File: config.mk
export PLATFORM = sky130hd
export DESIGN_NAME = mer_front
export DESIGN_NICKNAME = d
export VERILOG_FILES = /design/src/hw/rtl/mer_pkg.sv /design/src/hw/rtl/mer_front.sv
export SDC_FILE = /design/constraint.sdc
export NUM_CORES = 2
export LEC_CHECK = 0
export ABC_CLOCK_PERIOD_IN_PS = 19700
export BUFFER_PORTS_ARGS = -buffer_cell sky130_fd_sc_hd__buf_2
export CORE_MARGIN = 2
export CORE_UTILIZATION = 55
export DETAILED_ROUTE_END_ITERATION = 6
export PLACE_DENSITY = 0.71
export SLEW_MARGIN = 15
export SYNTH_ARGS = -nofsm -noshare
export SYNTH_HDL_FRONTEND = slang
export SYNTH_SLANG_ARGS = --single-unit
File: constraint.sdc
create_clock -name vclk -period 19.7
set_input_delay 1.97 -clock vclk [all_inputs]
set_output_delay 1.97 -clock vclk [all_outputs]
set_load 0.02 [all_outputs]
File: src/hw/rtl/mer_pkg.sv
`timescale 1ns / 1ps
// ----------------------------------------------------------------------------
// mer_pkg
// Shared widths, types and the log2 table generator of the MER meter.
// ----------------------------------------------------------------------------
package mer_pkg;

  localparam int SW      = 16;   // sample width
  localparam int CW      = 16;   // config register width
  localparam int FRAC    = 16;   // fraction bits of the averages
  localparam int SIGP_W  = 32;
  localparam int ERRP_W  = 33;
  localparam int SACC_W  = 48;
  localparam int EACC_W  = 49;
  localparam int LOG_W   = 22;   // log2 in Q6.16
  localparam int MER_W   = 16;
  localparam logic [17:0] DB_PER_OCT = 18'd197283;  // 10*log10(2), Q.16

  typedef struct packed {
    logic [SIGP_W-1:0] sig;
    logic [ERRP_W-1:0] err;
  } pwr_t;

  typedef enum logic {
    CFG_ALPHA = 1'b0,
    CFG_FLOOR = 1'b1
  } cfg_idx_t;

  typedef enum logic [2:0] {
    BK_IDLE, BK_MUL, BK_SUM, BK_DIV, BK_START, BK_WAIT, BK_SCALE, BK_OUT
  } bk_state_t;

  typedef enum logic [2:0] {
    LG_IDLE, LG_NORM, LG_MUL, LG_SUM, LG_DONE
  } lg_state_t;

  // log2(1 + k/2^lb) in Q.16 by repeated squaring in Q1.30
  function automatic logic [16:0] log_entry(input int k, input int lb);
    logic [63:0] m;
    logic [16:0] r;
    m = 64'((64'd1 << lb) + 64'(k)) << (30 - lb);
    r = '0;
    if (k >= (1 << lb)) begin
      r = 17'h10000;
    end else begin
      for (int b = 0; b < FRAC; b++) begin
        m = (m * m) >> 30;
        r = {r[15:0], 1'b0};
        if (m >= 64'h8000_0000) begin
          r[0] = 1'b1;
          m = m >> 1;
        end
      end
    end
    return r;
  endfunction

endpackage

File: src/hw/rtl/mer_front.sv
`timescale 1ns / 1ps
// ----------------------------------------------------------------------------
// mer_front
// Reference power and error power of one incoming sample.
// ----------------------------------------------------------------------------
module mer_front import mer_pkg::*; (
  input  logic signed [SW-1:0] rx_i,
  input  logic signed [SW-1:0] rx_q,
  input  logic signed [SW-1:0] ref_i,
  input  logic signed [SW-1:0] ref_q,
  output pwr_t                 pwr
);

  logic signed [2*SW-1:0] si2, sq2;
  logic signed [SW:0]     di, dq;
  logic signed [2*SW+1:0] ei2, eq2;

  always_comb begin
    si2 = ref_i * ref_i;
    sq2 = ref_q * ref_q;
    di  = {rx_i[SW-1], rx_i} - {ref_i[SW-1], ref_i};
    dq  = {rx_q[SW-1], rx_q} - {ref_q[SW-1], ref_q};
    ei2 = di * di;
    eq2 = dq * dq;
    pwr.sig = SIGP_W'($unsigned(si2)) + SIGP_W'($unsigned(sq2));
    pwr.err = ERRP_W'($unsigned(ei2)) + ERRP_W'($unsigned(eq2));
  end

endmodule

==> impl_results.md <==
* Slew Limit Fails at 0
* Crit share post-route at 0.794
* Most common library cell in the layout ignoring fill and taps: inv_1
* Iteration-0 DRC Markers at about 1700
* Antenna Nets Post-Route at 0
* Endpoints failing setup at 0
* Worst Path Required at 17730 ps
* Mapped Area at approximately 37000 µm²
* Cell variety after synth at 69
* First-pass GRT wire length at 149 mm
* Final wirelength at 90.6 mm
* # port buffers at between 100 and 150
* Commonest cells after routing, fill and taps aside: inv_1, fa_1, nand2_1
* Relative slew slack at 0.234
* Multi-input gate area at between 30000 and 40000 µm²
* Area grow syn2layout at 4.41%
* Largest net degree at the start of global routing at 30
* FF+latch count at 0
* Die height at around 260 µm
* Syn_nets at between 5000 and 6000
* Highest Clock Rate at between 0.06 and 0.07 GHz
* Fillers at 5839
* Startpoint types: input port
* Min-Delay Path Depth at 3
* Final hold viol count at 0
* Fin crit period at 15630 ps
* Cells after synthesis at between 3000 and 4000
* Crit Path Category: in2out
* Worst Path Arrival at about 14000 ps
* Setup TNS Final at 0 ps
* Worst Path Buf+Inv at 11
* Max-Cap Viols at 0
* Vias in the first global route at about 29000
* Register area at 0 µm²
* Overall Global Routing Usage at 0.276
* Hold endpoint: pwr[34]
* Routed vias at roughly 26000
* Post-CTS sizing at 0
* Layout net count at 5506
* Total global routing overflow at 0
* GPL Wtd Cong at 0.973
* Mean Syn Cell Area at 9.47 µm²
* Share of cells above drive strength 1 at 0.0483
* RSZ-0062 raised after global routing: false
* Post-CTS Setup Repair Bufs at 0
* Family with the most delay on the worst path: adder cells
* Initial antenna violation count at 8
* CP dominant cell by count: fa_1
* Worst min-delay path class: in2out
* Starting Density at 0.556
* Rows at 95
* Critical-path top delay cell: clkinv_1
* Clock buffers at 0
* Die Area at about 70000 µm²
* WL/cell at around 19 µm
* Yosys warns at 0
* DRC at 0
* Core box area at between 60000 and 70000 µm²
* Nature of the critical path endpoint: output port
* HP Start: ref_i[0]
* Post-CTS Hold Buffers at 0
* Worst Tran Pin Value at between 1000 and 1500 ps
* Chip width at approximately 260 µm
* CP max stage delay at 680 ps
* Critical Path Fanout Max at 17
* Seq/Total Area, Yosys at 0
* Ports at about 130
* Via density at between 5 and 6
* Post-DP HPWL at ~80 mm
* Status: finished clean
* Initial DRT Pass Iterations at 5
## stage by stage
step,hold slack [ps],util,worst slack (ps),instances,area (µm²)
2_1_floorplan,4140,-,6630,3943,37300
3_3_place_gp,4540,0.580,4360,4887,39000
3_5_place_dp,4560,0.580,4190,4887,39000
4_1_cts,4560,0.580,4120,4887,39000
5_1_grt,4580,0.580,3410,4889,39000
6_report,4570,0.580,4070,4891,39000
## synthesized netlist by cell type (12+ instances only)
cell      instances  area [µm²]
xnor2_1         104         911
a21oi_1          62         310
ha_1            311        3890
nand2_1         323        1210
a21o_1           32         240
clkinv_1         16        60.1
o21a_1           14         105
nor2b_1          12        75.1
and2_1           39         244
o21ai_0          36         180
inv_1          1284        4820
clkbuf_1         81         304
fa_1           1115       22300
xor2_1           36         315
nor2_1          320        1200
nor3_1           17        85.1
## worst max path at each step
stage                         from       to  slack [ps]  cells past startpoint
after floorplan           ref_q[6]  pwr[32]        6630                     36
after global placement    ref_q[4]  pwr[32]        4360                     37
after detailed placement  ref_q[4]  pwr[32]        4190                     37
after CTS                 ref_q[4]  pwr[32]        4120                     37
after global routing      ref_q[4]  pwr[32]        3410                     37
final                     ref_q[4]  pwr[32]        4070                     37
## cell families after synthesis
family | after synthesis | synth area share
xor gates and xnor gates | 141 | 0.0333
adders and majority gates | 1426 | 0.702
and+or+nand+nor | 756 | 0.0831
buffers and inverters | 1398 | 0.141
other | 1 | 0.000100
muxes | 3 | 0.000871
AOI/OAI and AO/OA | 218 | 0.0398
## final cells by class
| class | instances | share of cell area |
|---|---|---|
| repair buffers | 159 | 0.0223 |
| diodes | 4 | 0.000257 |
| multi-input cells | 2545 | 0.823 |
| well taps | 873 | 0.0280 |
| inverters | 1310 | 0.126 |
## per-layer routing
metal	track usage	part of all wire
met1	0.375	0.39
met2	0.466	0.49
met3	0.0499	0.092
met4	0.0668	0.030
met5	0	0.00076
Power is left out: the tool's default activity adds up to more than one toggle a clock period on the data nets, which glitch-free logic cannot reach.
