**src/hw/rtl/mer_pkg.sv**
```systemverilog
`timescale 1ns / 1ps
// ----------------------------------------------------------------------------
// mer_pkg
// Shared widths, types and the log2 table generator of the MER meter.
// ----------------------------------------------------------------------------
package mer_pkg;

  localparam int SW      = 16;   // sample width
  localparam int CW      = 16;   // config register width
  localparam int FRAC    = 16;   // fraction bits of the averages
  localparam int SIGP_W  = 32;
  localparam int ERRP_W  = 33;
  localparam int SACC_W  = 48;
  localparam int EACC_W  = 49;
  localparam int LOG_W   = 22;   // log2 in Q6.16
  localparam int MER_W   = 16;
  localparam logic [17:0] DB_PER_OCT = 18'd197283;  // 10*log10(2), Q.16

  typedef struct packed {
    logic [SIGP_W-1:0] sig;
    logic [ERRP_W-1:0] err;
  } pwr_t;

  typedef enum logic {
    CFG_ALPHA = 1'b0,
    CFG_FLOOR = 1'b1
  } cfg_idx_t;

  typedef enum logic [2:0] {
    BK_IDLE, BK_MUL, BK_SUM, BK_DIV, BK_START, BK_WAIT, BK_SCALE, BK_OUT
  } bk_state_t;

  typedef enum logic [2:0] {
    LG_IDLE, LG_NORM, LG_MUL, LG_SUM, LG_DONE
  } lg_state_t;

  // log2(1 + k/2^lb) in Q.16 by repeated squaring in Q1.30
  function automatic logic [16:0] log_entry(input int k, input int lb);
    logic [63:0] m;
    logic [16:0] r;
    m = 64'((64'd1 << lb) + 64'(k)) << (30 - lb);
    r = '0;
    if (k >= (1 << lb)) begin
      r = 17'h10000;
    end else begin
      for (int b = 0; b < FRAC; b++) begin
        m = (m * m) >> 30;
        r = {r[15:0], 1'b0};
        if (m >= 64'h8000_0000) begin
          r[0] = 1'b1;
          m = m >> 1;
        end
      end
    end
    return r;
  endfunction

endpackage

```
**src/hw/rtl/mer_fifo.sv**
```systemverilog
`timescale 1ns / 1ps
// ----------------------------------------------------------------------------
// mer_fifo
// Short queue of power pairs between the front and the back.
// ----------------------------------------------------------------------------
module mer_fifo import mer_pkg::*; (
  input  logic clk,
  input  logic rst_n,
  input  logic push,
  input  pwr_t wdata,
  output logic full,
  input  logic pop,
  output logic empty,
  output pwr_t rdata
);

  localparam int DEPTH = 4;
  localparam int AW    = $clog2(DEPTH);

  pwr_t          mem [DEPTH];
  logic [AW-1:0] wptr_r, rptr_r;
  logic [AW:0]   cnt_r;

  assign full  = (cnt_r == (AW+1)'(DEPTH));
  assign empty = (cnt_r == '0);
  assign rdata = mem[rptr_r];

  always_ff @(posedge clk) begin
    if (!rst_n) begin
      wptr_r <= '0;
      rptr_r <= '0;
      cnt_r  <= '0;
    end else begin
      if (push) wptr_r <= wptr_r + 1'b1;
      if (pop)  rptr_r <= rptr_r + 1'b1;
      if (push && !pop) cnt_r <= cnt_r + 1'b1;
      else if (pop && !push) cnt_r <= cnt_r - 1'b1;
    end
  end

  always_ff @(posedge clk) begin
    if (push) mem[wptr_r] <= wdata;
  end

endmodule

```
**config.mk**
```make
export PLATFORM = sky130hd
export DESIGN_NAME = mer_fifo
export DESIGN_NICKNAME = d
export VERILOG_FILES = /design/src/hw/rtl/mer_pkg.sv /design/src/hw/rtl/mer_fifo.sv
export SDC_FILE = /design/constraint.sdc
export NUM_CORES = 1
export LEC_CHECK = 0
export ABC_AREA = 1
export BUFFER_PORTS_ARGS = -buffer_cell sky130_fd_sc_hd__buf_4
export CORE_UTILIZATION = 30
export CTS_CLUSTER_DIAMETER = 40
export DETAILED_ROUTE_END_ITERATION = 7
export PLACE_DENSITY = 0.55
export SKIP_CTS_REPAIR_TIMING = 1
export SYNTH_ARGS = -nofsm -noshare
export SYNTH_HDL_FRONTEND = slang
export SYNTH_SLANG_ARGS = --single-unit
export TNS_END_PERCENT = 100
```
**constraint.sdc**
```tcl
create_clock -name clk -period 2.6 [get_ports clk]
set_clock_uncertainty 0.2 [all_clocks]
set_input_delay 0.26 -clock clk [delete_from_list [all_inputs] [get_ports clk]]
set_output_delay 0.26 -clock clk [all_outputs]
set_load 0.01 [all_outputs]
```
==> results of run 1 <==
## worst max-delay path, delay by kind of cell (launching register included)
kind,cells,cell delay [ns]
buf+inv,3,0.70
flops,1,0.42
compound gates,1,0.28
simple gates,1,0.06
## cell families (layout without fill, tap and decap cells)
| group | count (synthesis) | count (layout) |
|---|---|---|
| buf+inv | 59 | 301 |
| simple gates | 148 | 148 |
| compound gates | 205 | 205 |
| fa+ha+maj | 6 | 6 |
| flops | 269 | 269 |
## placed cells by master, fill, tap and decap left out, types with 5 or more instances in the layout
master,Yosys,final
edfxtp_1,260,260
buf_4,1,143
nor2_1,115,115
o21ai_0,96,96
dlygate4sd3_1,0,68
o22ai_1,45,45
clkbuf_16,0,38
o21ai_1,35,35
nor2_4,20,20
o22ai_2,20,20
inv_1,15,11
clkinv_2,0,11
nand2_1,9,9
clkbuf_1,17,9
buf_12,3,8
dfxtp_1,9,7
o21ai_2,5,5
ha_1,5,5
## cell usage after synthesis, drive strengths merged
master | instances | area, um^2
edfxtp | 260 | 7810
nor2 | 135 | 657
nand4 | 1 | 6.26
inv | 17 | 68.8
buf | 25 | 229
dfxtp | 9 | 180
fa | 1 | 20.0
o21ai | 136 | 699
o22ai | 65 | 532
a21oi | 4 | 20.0
ha | 5 | 62.6
nand2 | 9 | 33.8
nor3 | 2 | 10.0
nand3 | 1 | 5.00
clkbuf | 17 | 63.8
## layout make-up
cell class / instances / share of cell area
clock buffer: 47 / 0.0717
clock inverter: 17 / 0.0102
multi-input combinational: 359 / 0.149
timing repair buffer: 220 / 0.140
inverter: 17 / 0.00556
tap: 448 / 0.0408
sequential: 269 / 0.582
## routing by layer
metal	wire (um)	vias to the layer above	global-route usage
met1	10500	3025	0.168
met4	415	0	0.0381
met2	11500	140	0.221
met3	1100	35	0.0303
met5	0	-	0
li1	-	3027	-
## registers in the layout, indices dropped and copies added (netlist names), named ones only
signal and cells:
mem 260, cnt_r 3, rptr_r 2, wptr_r 2
## how the worst max path moves through the flow
stage	startpoint	end	slack, ns	depth (start not counted)
after floorplan	wptr_r[0]$_SDFFE_PN0P_	mem[2][0]$_DFFE_PP_	0.13	4
after global routing	flop	rdata[23]	0.005	4
after detailed placement	flop	rdata[13]	0.54	4
after CTS	flop	rdata[13]	-0.003	4
final	flop	rdata[13]	0.15	5
after global placement	flop	rdata[35]	0.58	4
## power by group through the flow
stage	Combinational (W)	Clock (W)	Sequential (W)
6_report	0.00114	0.00452	0.00501
2_1_floorplan	0.000556	0	0.00509
4_1_cts	0.00109	0.00465	0.00501
3_5_place_dp	0.00109	0	0.00510
3_3_place_gp	0.00108	0	0.00509
5_1_grt	0.00125	0.00482	0.00502
## metrics by stage
stage               setup slack (ns)  power (W)   util  instance area, um^2
CTS                         -0.00257     0.0107  0.386                13000
floorplan                      0.129    0.00565      -                10400
global route                 0.00492     0.0111  0.406                13700
global placement               0.583    0.00617  0.353                11900
detailed placement             0.542    0.00618  0.353                11900
finish                         0.148     0.0107  0.406                13700
==> results.md, run 1 <==
- Most used cell along the critical path: buf_4
- RSZ-0062 raised after global routing: no
- # DRC: 0
- Post-Syn Instances: 687
- Switching Fraction: 0.228
- H-tree Lvls: 2
- Final period util: 0.943
- Routed WL: 23.5 mm
- Setup Crit Path Kind: flop to output pin
- Rel. slew slack: 0.664
- Maximum vdd drop: 428 uV
- FF+latch area: 0.00799 mm^2
- Syn avg cell area: 15.1 um^2
- Synthesis-stage register bit count: 269
- Worst reg2reg path endpoint: mem[3][5]$_DFFE_PP_
- Compound-Gate Fraction of Synth Area: 0.120
- Rows: 67
- CP Data Required Time: 2.14 ns
- Critical path capture point type: output pin
- Post-DP HPWL: 13.9 mm
- Final net count: 978
- Proportion of layout cells with a drive suffix above 1: 0.278
- Status: complete, no violations
- Mux cell area share after synthesis: 0
- Power Internal: 0.00824 W
- Worst Hold Margin: 0.253 ns
- Adder-Cell Fraction of Synth Area: 0.00794
- CP Cell Sequence: inv_8 > buf_4 > nor2_1 > o22ai_1 > buf_4
- Placed insts: 1245
- Setup tns final: 0 ns
- Final Hold Viols: 0
- Seq/Total Area, Yosys: 0.768
- Yosys cell types: 24
- Final ANT Viol Nets: 0
- XOR/XNOR Fraction of Synth Area: 0
- Root Buffer: clkbuf_16
- Synth warnings: 0
- Largest net degree at the start of global routing: 69
- Worst hold path depth: 1
- Clock Tree Buf Depth: 3
- GRT overflow: 0
- Clock-pin slew on the worst setup and hold paths: 0.05 ns
- Die X-Extent: 188 um
- CTS Buf Count: 36
- Routability congestion estimate: 0.709
- Combinational family with the most area after synthesis: compound AO/OA/AOI/OAI gates
- Antenna violations before repair: 0
- Pins Over Slew Limit: 0
- Vias in the first global route: 6189
- Die H: 188 um
- First-pass DRT Iterations: 5
- Syn nets: 762
- Reg2reg start: wptr_r[0]$_SDFFE_PN0P_
- Startpoint Class: flop
- Filler Cells Inserted: 3136
- Max Freq: 0.408 GHz
- Clock sinks: 269
- CP Max Fanout: 36
- DR vias: 6227
- Area Growth Syn to Fin: 32.0%
- WP data arrival: 1.99 ns
- First-pass GRT wire length: 35.6 mm
- GR Util All Layers: 0.131
- Endpoints failing setup: 0
- Worst skew pair latency: 0.49 ns
- Post-synthesis instance area: 0.0104 mm^2
- HP Start: rptr_r[1]$_SDFFE_PN0P_
- Slew @ Worst Pin: 0.504 ns
- CTS tree: built
- Reg2reg setup slack: 0.72 ns
- Finished Layout Cells: 1377
- Tmin final: 2.45 ns
- 1st-iter DRT viols: 363
- Core area: 0.0338 mm^2
- Power share of the combinational group: 0.107
- Initial Util: 0.308
- P_leak: 4.81 nW
- Port Buffer Count: 135
- Footprint of the multi-input gates: 0.00205 mm^2
- Sequential share of power: 0.469
- Number of diodes: 0
- CP peak stage delay: 0.42 ns
- Cell Pwr Density: 777 mW/mm^2
- Critical Path Slowest Stage Cell: dfxtp_4
- Die Area: 0.0354 mm^2
- Clock network power share: 0.423
- Num ports: 136
- Worst min path class: flop to flop
- Simple-gate share of the synthesized area: 0.0685
- Reg2Reg Depth: 4
- Max_cap viols: 0
- Via-to-Cell Ratio: 4.52
- Net Sw Power: 0.00243 W
- Routed WL per cell: 17.1 um
No activity file was read; power rests on OpenSTA's default activity.
==> inputs of run 2 (changes only) <==
Settings changed: CELL_PAD_IN_SITES_DETAIL_PLACEMENT set to 0, CELL_PAD_IN_SITES_GLOBAL_PLACEMENT set to 1, PLACE_DENSITY 0.55 to 0.62.
==> run 2 against run 1 <==
Effect of this change:
- die area unchanged
- final cell count increased by 1.2%
- flip-flop and latch count did not move
- combinational power is essentially flat
- critical path depth fell by 1
- wire length is 2.1% lower
- critical endpoint is now rdata[26]
==> results.md, run 2 (synthesized netlist as in run 1, its figures left out) <==
- H-tree Lvls: 2 (unchanged)
- P_leak: 4.98 nW (+3.5%)
- Routed WL per cell: 16.5 um (-3.2%)
- Worst reg2reg path endpoint: mem[2][64]$_DFFE_PP_
- CP Data Required Time: 2.14 ns (about the same)
- Tmin final: 2.46 ns (+0.00479 ns)
- Clock Tree Buf Depth: 3 (unchanged)
- GRT overflow: 0 (unchanged)
- Status: complete, no violations
- Final period util: 0.945 (+0.00184)
- Port Buffer Count: 135 (unchanged)
- Core Util, Final: 0.416 (+0.00996)
- Rel. slew slack: 0.609 (-0.0548)
- Num ports: 136 (unchanged)
- Final net count: 987 (+0.92%)
- Area Growth Syn to Fin: 35.3%
- DR vias: 6309 (+1.3%)
- Root Buffer: clkbuf_16
- Vias in the first global route: 5995 (-3.1%)
- Clock sinks: 269 (unchanged)
- Die X-Extent: 188 um (unchanged)
- Sequential share of power: 0.422 (-0.047)
- 1st-iter DRT viols: 252 (-31%)
- Core area: 0.0338 mm^2 (unchanged)
- Worst hold path depth: 1 (unchanged)
- Total chip power: 0.0119 W (+11%)
- First-pass DRT Iterations: 5 (unchanged)
- Worst min path class: flop to flop
- Setup tns final: 0 ns (unchanged)
- CP Max Fanout: 130 (+260%)
- Routed WL: 23.0 mm (-2.1%)
- GR Util All Layers: 0.129 (-0.00215)
- CTS tree: built
- WP data arrival: 2.00 ns (about the same)
- Final Hold Viols: 0 (unchanged)
- Most common cell after layout, fill and taps aside: edfxtp_1
- Clock network power share: 0.483 (+0.060)
- HP Start: rptr_r[1]$_SDFFE_PN0P_
- Most frequent cells in the layout: 260 x edfxtp_1, 148 x buf_4, 115 x nor2_1
- Die H: 188 um (unchanged)
- Net Sw Power: 0.00274 W (+13%)
- Critical path capture point type: output pin
- First-pass GRT wire length: 34.9 mm (-1.9%)
- RSZ-0062 raised after global routing: no
- Max reg flops: 260 (unchanged)
- Slew @ Worst Pin: 0.587 ns (+0.0823 ns)
- Maximum vdd drop: 540 uV (+26%)
- Post-DP HPWL: 12.9 mm (-7.0%)
- Clock-pin slew on the worst setup and hold paths: 0.05 ns (about the same)
- Routability congestion estimate: 0.670 (-5.5%)
- Setup Crit Path Kind: flop to output pin
- Worst Hold Margin: 0.262 ns (+0.00896 ns)
- Largest regs: mem (260), cnt_r (3)
- # DRC: 0 (unchanged)
- Top reg by flops: mem
- Power share of the combinational group: 0.095 (-0.012)
- Max Freq: 0.407 GHz (-0.19%)
- Reg2reg setup slack: 0.74 ns (+0.02 ns)
- Worst skew pair latency: 0.52 ns (+0.03 ns)
- Endpoints failing setup: 0 (unchanged)
- Die Area: 0.0354 mm^2 (unchanged)
- Cell Pwr Density: 843 mW/mm^2 (+8.5%)
- Reg2Reg Depth: 5 (+1)
- Rows: 67 (unchanged)
- Reg2reg start: wptr_r[0]$_SDFFE_PN0P_
- Largest net degree at the start of global routing: 131 (+90%)
- Power Internal: 0.00912 W (+11%)
- Switching Fraction: 0.231 (+0.00313)
- Number of diodes: 0 (unchanged)
- Startpoint Class: flop
- Via-to-Cell Ratio: 4.53 (+0.15%)
- Proportion of layout cells with a drive suffix above 1: 0.296 (+0.0186)
- Antenna violations before repair: 1 (+1)
- CTS Buf Count: 43 (+19%)
- Pins Over Slew Limit: 0 (unchanged)
- Max_cap viols: 0 (unchanged)
- Final ANT Viol Nets: 0 (unchanged)
- Initial Util: 0.308 (unchanged)
==> run 2: changes by cell type in the layout (fill, tap and decap cells not counted), sizes merged <==
cell      change
clkbuf        +4
bufinv        +3
clkinv        -5
inv           +9
clkinvlp      +3
buf           +2
==> run 2: power by group through the flow <==
stage	registers (W)	clock network (W)	logic [W]
floorplan	0.00509	0	0.000556
global placement	0.00509	0	0.00106
detailed placement	0.00509	0	0.00107
CTS	0.00500	0.00584	0.00107
global route	0.00502	0.00602	0.00124
finish	0.00500	0.00572	0.00113
==> run 2: area by class of cell <==
class | instances | area [um^2]
fill | 3100 | 19700
sequential | 269 | 7990
multi-input combinational | 359 | 2050
timing repair buffer | 222 | 1910
clock buffer | 51 | 1170
tap | 448 | 561
clock inverter | 27 | 309
inverter | 17 | 73.8
==> run 2: critical path, stage by stage (launching register included) <==
cell and delay, ns:
dfxtp_4 0.37, buf_12 0.41, o21ai_0 0.21, o22ai_1 0.23
buf_4 0.16
==> run 2: how the worst max path moves through the flow <==
stage                            from                  end  slack, ns  cells after the start
2_1_floorplan  wptr_r[0]$_SDFFE_PN0P_  mem[2][0]$_DFFE_PP_       0.13                      4
3_3_place_gp                     flop            rdata[20]       0.67                      4
3_5_place_dp                     flop            rdata[48]       0.68                      4
4_1_cts                          flop            rdata[48]       0.13                      5
5_1_grt                          flop            rdata[47]       0.02                      4
6_report                         flop            rdata[26]       0.14                      4
==> run 2: layer usage <==
| metal | routed length [um] | up-vias | GRT usage |
|---|---|---|---|
| met1 | 10300 | 3074 | 0.167 |
| li1 | - | 3043 | - |
| met2 | 11100 | 139 | 0.212 |
| met3 | 946 | 51 | 0.0271 |
| met5 | 10 | - | 0 |
| met4 | 620 | 2 | 0.0507 |
==> run 2: metrics by stage <==
stage | worst slack (ns) | cell area [um^2] | cells
6_report | 0.143 | 14100 | 1393
5_1_grt | 0.0221 | 14100 | 1393
4_1_cts | 0.132 | 13400 | 1325
3_5_place_dp | 0.679 | 11900 | 1247
3_3_place_gp | 0.672 | 11900 | 1247
2_1_floorplan | 0.129 | 10400 | 687
==> inputs of run 3 (changes only) <==
--- a/config.mk
+++ b/config.mk
@@ -12,2 +12,3 @@
 export CORE_UTILIZATION = 30
+export CTS_BUF_LIST = sky130_fd_sc_hd__clkbuf_4 sky130_fd_sc_hd__clkbuf_8
 export CTS_CLUSTER_DIAMETER = 40
@@ -16,2 +17,3 @@
 export SKIP_CTS_REPAIR_TIMING = 1
+export SKIP_LAST_GASP = 1
 export SYNTH_ARGS = -nofsm -noshare
--- a/constraint.sdc
+++ b/constraint.sdc
@@ -4,2 +4,2 @@
 set_output_delay 0.26 -clock clk [all_outputs]
-set_load 0.01 [all_outputs]
+set_load 0.1 [all_outputs]
==> run 3 against run 2 <==
Effect of this change:
- utilization is 0.58 points lower
- non-clock buffer count stayed put
- first-iteration DRC count is 21% higher
- global-route usage is 0.45 points higher
- via count is 1.3% higher
- critical endpoint is now rdata[25]
- worst hold slack worse by 0.022 ns
- sequential power hardly changed
==> results.md, run 3 (synthesized netlist as in run 1, its figures left out) <==
- Filler Cells Inserted: 3142 (+1.4%)
- WP data arrival: 2.01 ns (about the same)
- Clock sinks: 269 (unchanged)
- CP Max Fanout: 30 (-77%)
- Non-Filler Cell Area, Final: 0.0139 mm^2 (-1.4%)
- Most frequent cells in the layout: 260 x edfxtp_1, 141 x buf_4, 115 x nor2_1
- P_leak: 4.90 nW (-1.6%)
- CTS tree: built
- Routability congestion estimate: 0.688 (+2.8%)
- Max Freq: 0.405 GHz (-0.60%)
- Clock Tree Buf Depth: 3 (unchanged)
- Initial Util: 0.308 (unchanged)
- Largest regs: mem (260), cnt_r (3)
- 1st-iter DRT viols: 304 (+21%)
- Max_cap viols: 0 (unchanged)
- Status: complete, no violations
- Core area: 0.0338 mm^2 (unchanged)
- Num ports: 136 (unchanged)
- Routed WL per cell: 17.2 um (+4.1%)
- GR Util All Layers: 0.134 (+0.00452)
- # DRC: 0 (unchanged)
- Endpoints failing setup: 0 (unchanged)
- Setup Crit Path Kind: flop to output pin
- Root Buffer: clkbuf_8
- Cell Pwr Density: 800 mW/mm^2 (-5.2%)
- Area Growth Syn to Fin: 33.4%
- Finished Layout Cells: 1399 (+0.43%)
- Top reg by flops: mem
- Routed WL: 24.1 mm (+4.5%)
- Final ANT Viol Nets: 0 (unchanged)
- Tmin final: 2.47 ns (+0.0150 ns)
- Worst skew pair latency: 0.55 ns (+0.03 ns)
- Most common cell after layout, fill and taps aside: edfxtp_1
- Vias in the first global route: 6159 (+2.7%)
- Startpoint Class: flop
- Max reg flops: 260 (unchanged)
- RSZ-0062 raised after global routing: no
- GRT overflow: 0 (unchanged)
- H-tree Lvls: 2 (unchanged)
- Worst reg2reg path endpoint: mem[0][30]$_DFFE_PP_
- Antenna violations before repair: 1 (unchanged)
- CP Data Required Time: 2.14 ns (about the same)
- Setup tns final: 0 ns (unchanged)
- Final net count: 992 (+0.51%)
- Maximum vdd drop: 376 uV (-30%)
- Pins Over Slew Limit: 0 (unchanged)
- Critical path capture point type: output pin
- Largest net degree at the start of global routing: 75 (-43%)
- Die Area: 0.0354 mm^2 (unchanged)
- First-pass GRT wire length: 35.8 mm (+2.5%)
- Reg2Reg Depth: 5 (unchanged)
- Core Util, Final: 0.410 (-0.00582)
- Reg2reg setup slack: 0.59 ns (-0.15 ns)
- Final Hold Viols: 0 (unchanged)
- Placed inst area: 0.0122 mm^2 (+2.8%)
- DR vias: 6388 (+1.3%)
- First-pass DRT Iterations: 4 (-1)
- Die H: 188 um (unchanged)
- Worst min path class: flop to flop
- Port Buffer Count: 135 (unchanged)
- Placed insts: 1247 (unchanged)
- Die X-Extent: 188 um (unchanged)
- Final period util: 0.951 (+0.00575)
- Reg2reg start: wptr_r[0]$_SDFFE_PN0P_
- Via-to-Cell Ratio: 4.57 (+0.82%)
- Rel. slew slack: 0.637 (+0.0281)
- Proportion of layout cells with a drive suffix above 1: 0.346 (+0.0497)
- Clock-pin slew on the worst setup and hold paths: 0.05 ns (about the same)
- Rows: 67 (unchanged)
- CP endpoint: rdata[25]
- Post-DP HPWL: 13.2 mm (+2.5%)
- CTS Buf Count: 48 (+12%)
- Total chip power: 0.0111 W (-6.5%)
- Slew @ Worst Pin: 0.544 ns (-0.0428 ns)
- Number of diodes: 0 (unchanged)
==> run 3: per-stage QoR <==
step	setup slack (ns)	hold slack (ns)
after floorplan	-0.268	0.159
after global placement	0.604	0.227
after detailed placement	0.581	0.229
after CTS	-0.00680	-0.339
after global routing	0.00748	0.225
final	0.128	0.241
==> run 3: power by group <==
| group | total, W | switching (W) | internal (W) |
|---|---|---|---|
| clock network | 0.00384 | 0.00165 | 0.00219 |
| logic | 0.00224 | 0.00169 | 0.000556 |
| registers | 0.00500 | 0.0000489 | 0.00495 |
| total | 0.0111 | 0.00339 | 0.00770 |
==> run 3: cell type report <==
type                    count  area, um^2  share of cell area
repair buffers            222        1970               0.142
clock inverters            18         134             0.00966
well taps                 448         561              0.0404
flip-flops and latches    269        7990               0.576
multi-input cells         359        2330               0.168
clock buffers              66         802              0.0578
inverters                  17        76.3             0.00550
==> run 3: metal layers <==
layer / part of all wire / global-route usage / vias to the layer above
met5: 0.00054 / 0 / -
li1: - / - / 3049
met4: 0.018 / 0.0413 / 2
met1: 0.45 / 0.173 / 3134
met3: 0.050 / 0.0356 / 47
met2: 0.48 / 0.218 / 156
==> run 3: worst min-delay path by stage <==
stage                                end  depth (start not counted)                   start
floorplan            mem[0][0]$_DFFE_PP_                          0                wdata[0]
global placement                    flop                          1  rptr_r[1]$_SDFFE_PN0P_
detailed placement                  flop                          1  rptr_r[1]$_SDFFE_PN0P_
CTS                 mem[1][54]$_DFFE_PP_                          1               wdata[54]
global route         mem[1][6]$_DFFE_PP_                          2                wdata[6]
finish                              flop                          1  rptr_r[1]$_SDFFE_PN0P_
==> run 3: critical path, stage by stage, from the launching register on <==
cell     delay [ns]
dfxtp_4        0.38
inv_8          0.22
buf_12         0.23
nor2_1         0.08
o22ai_2        0.21
buf_4          0.32
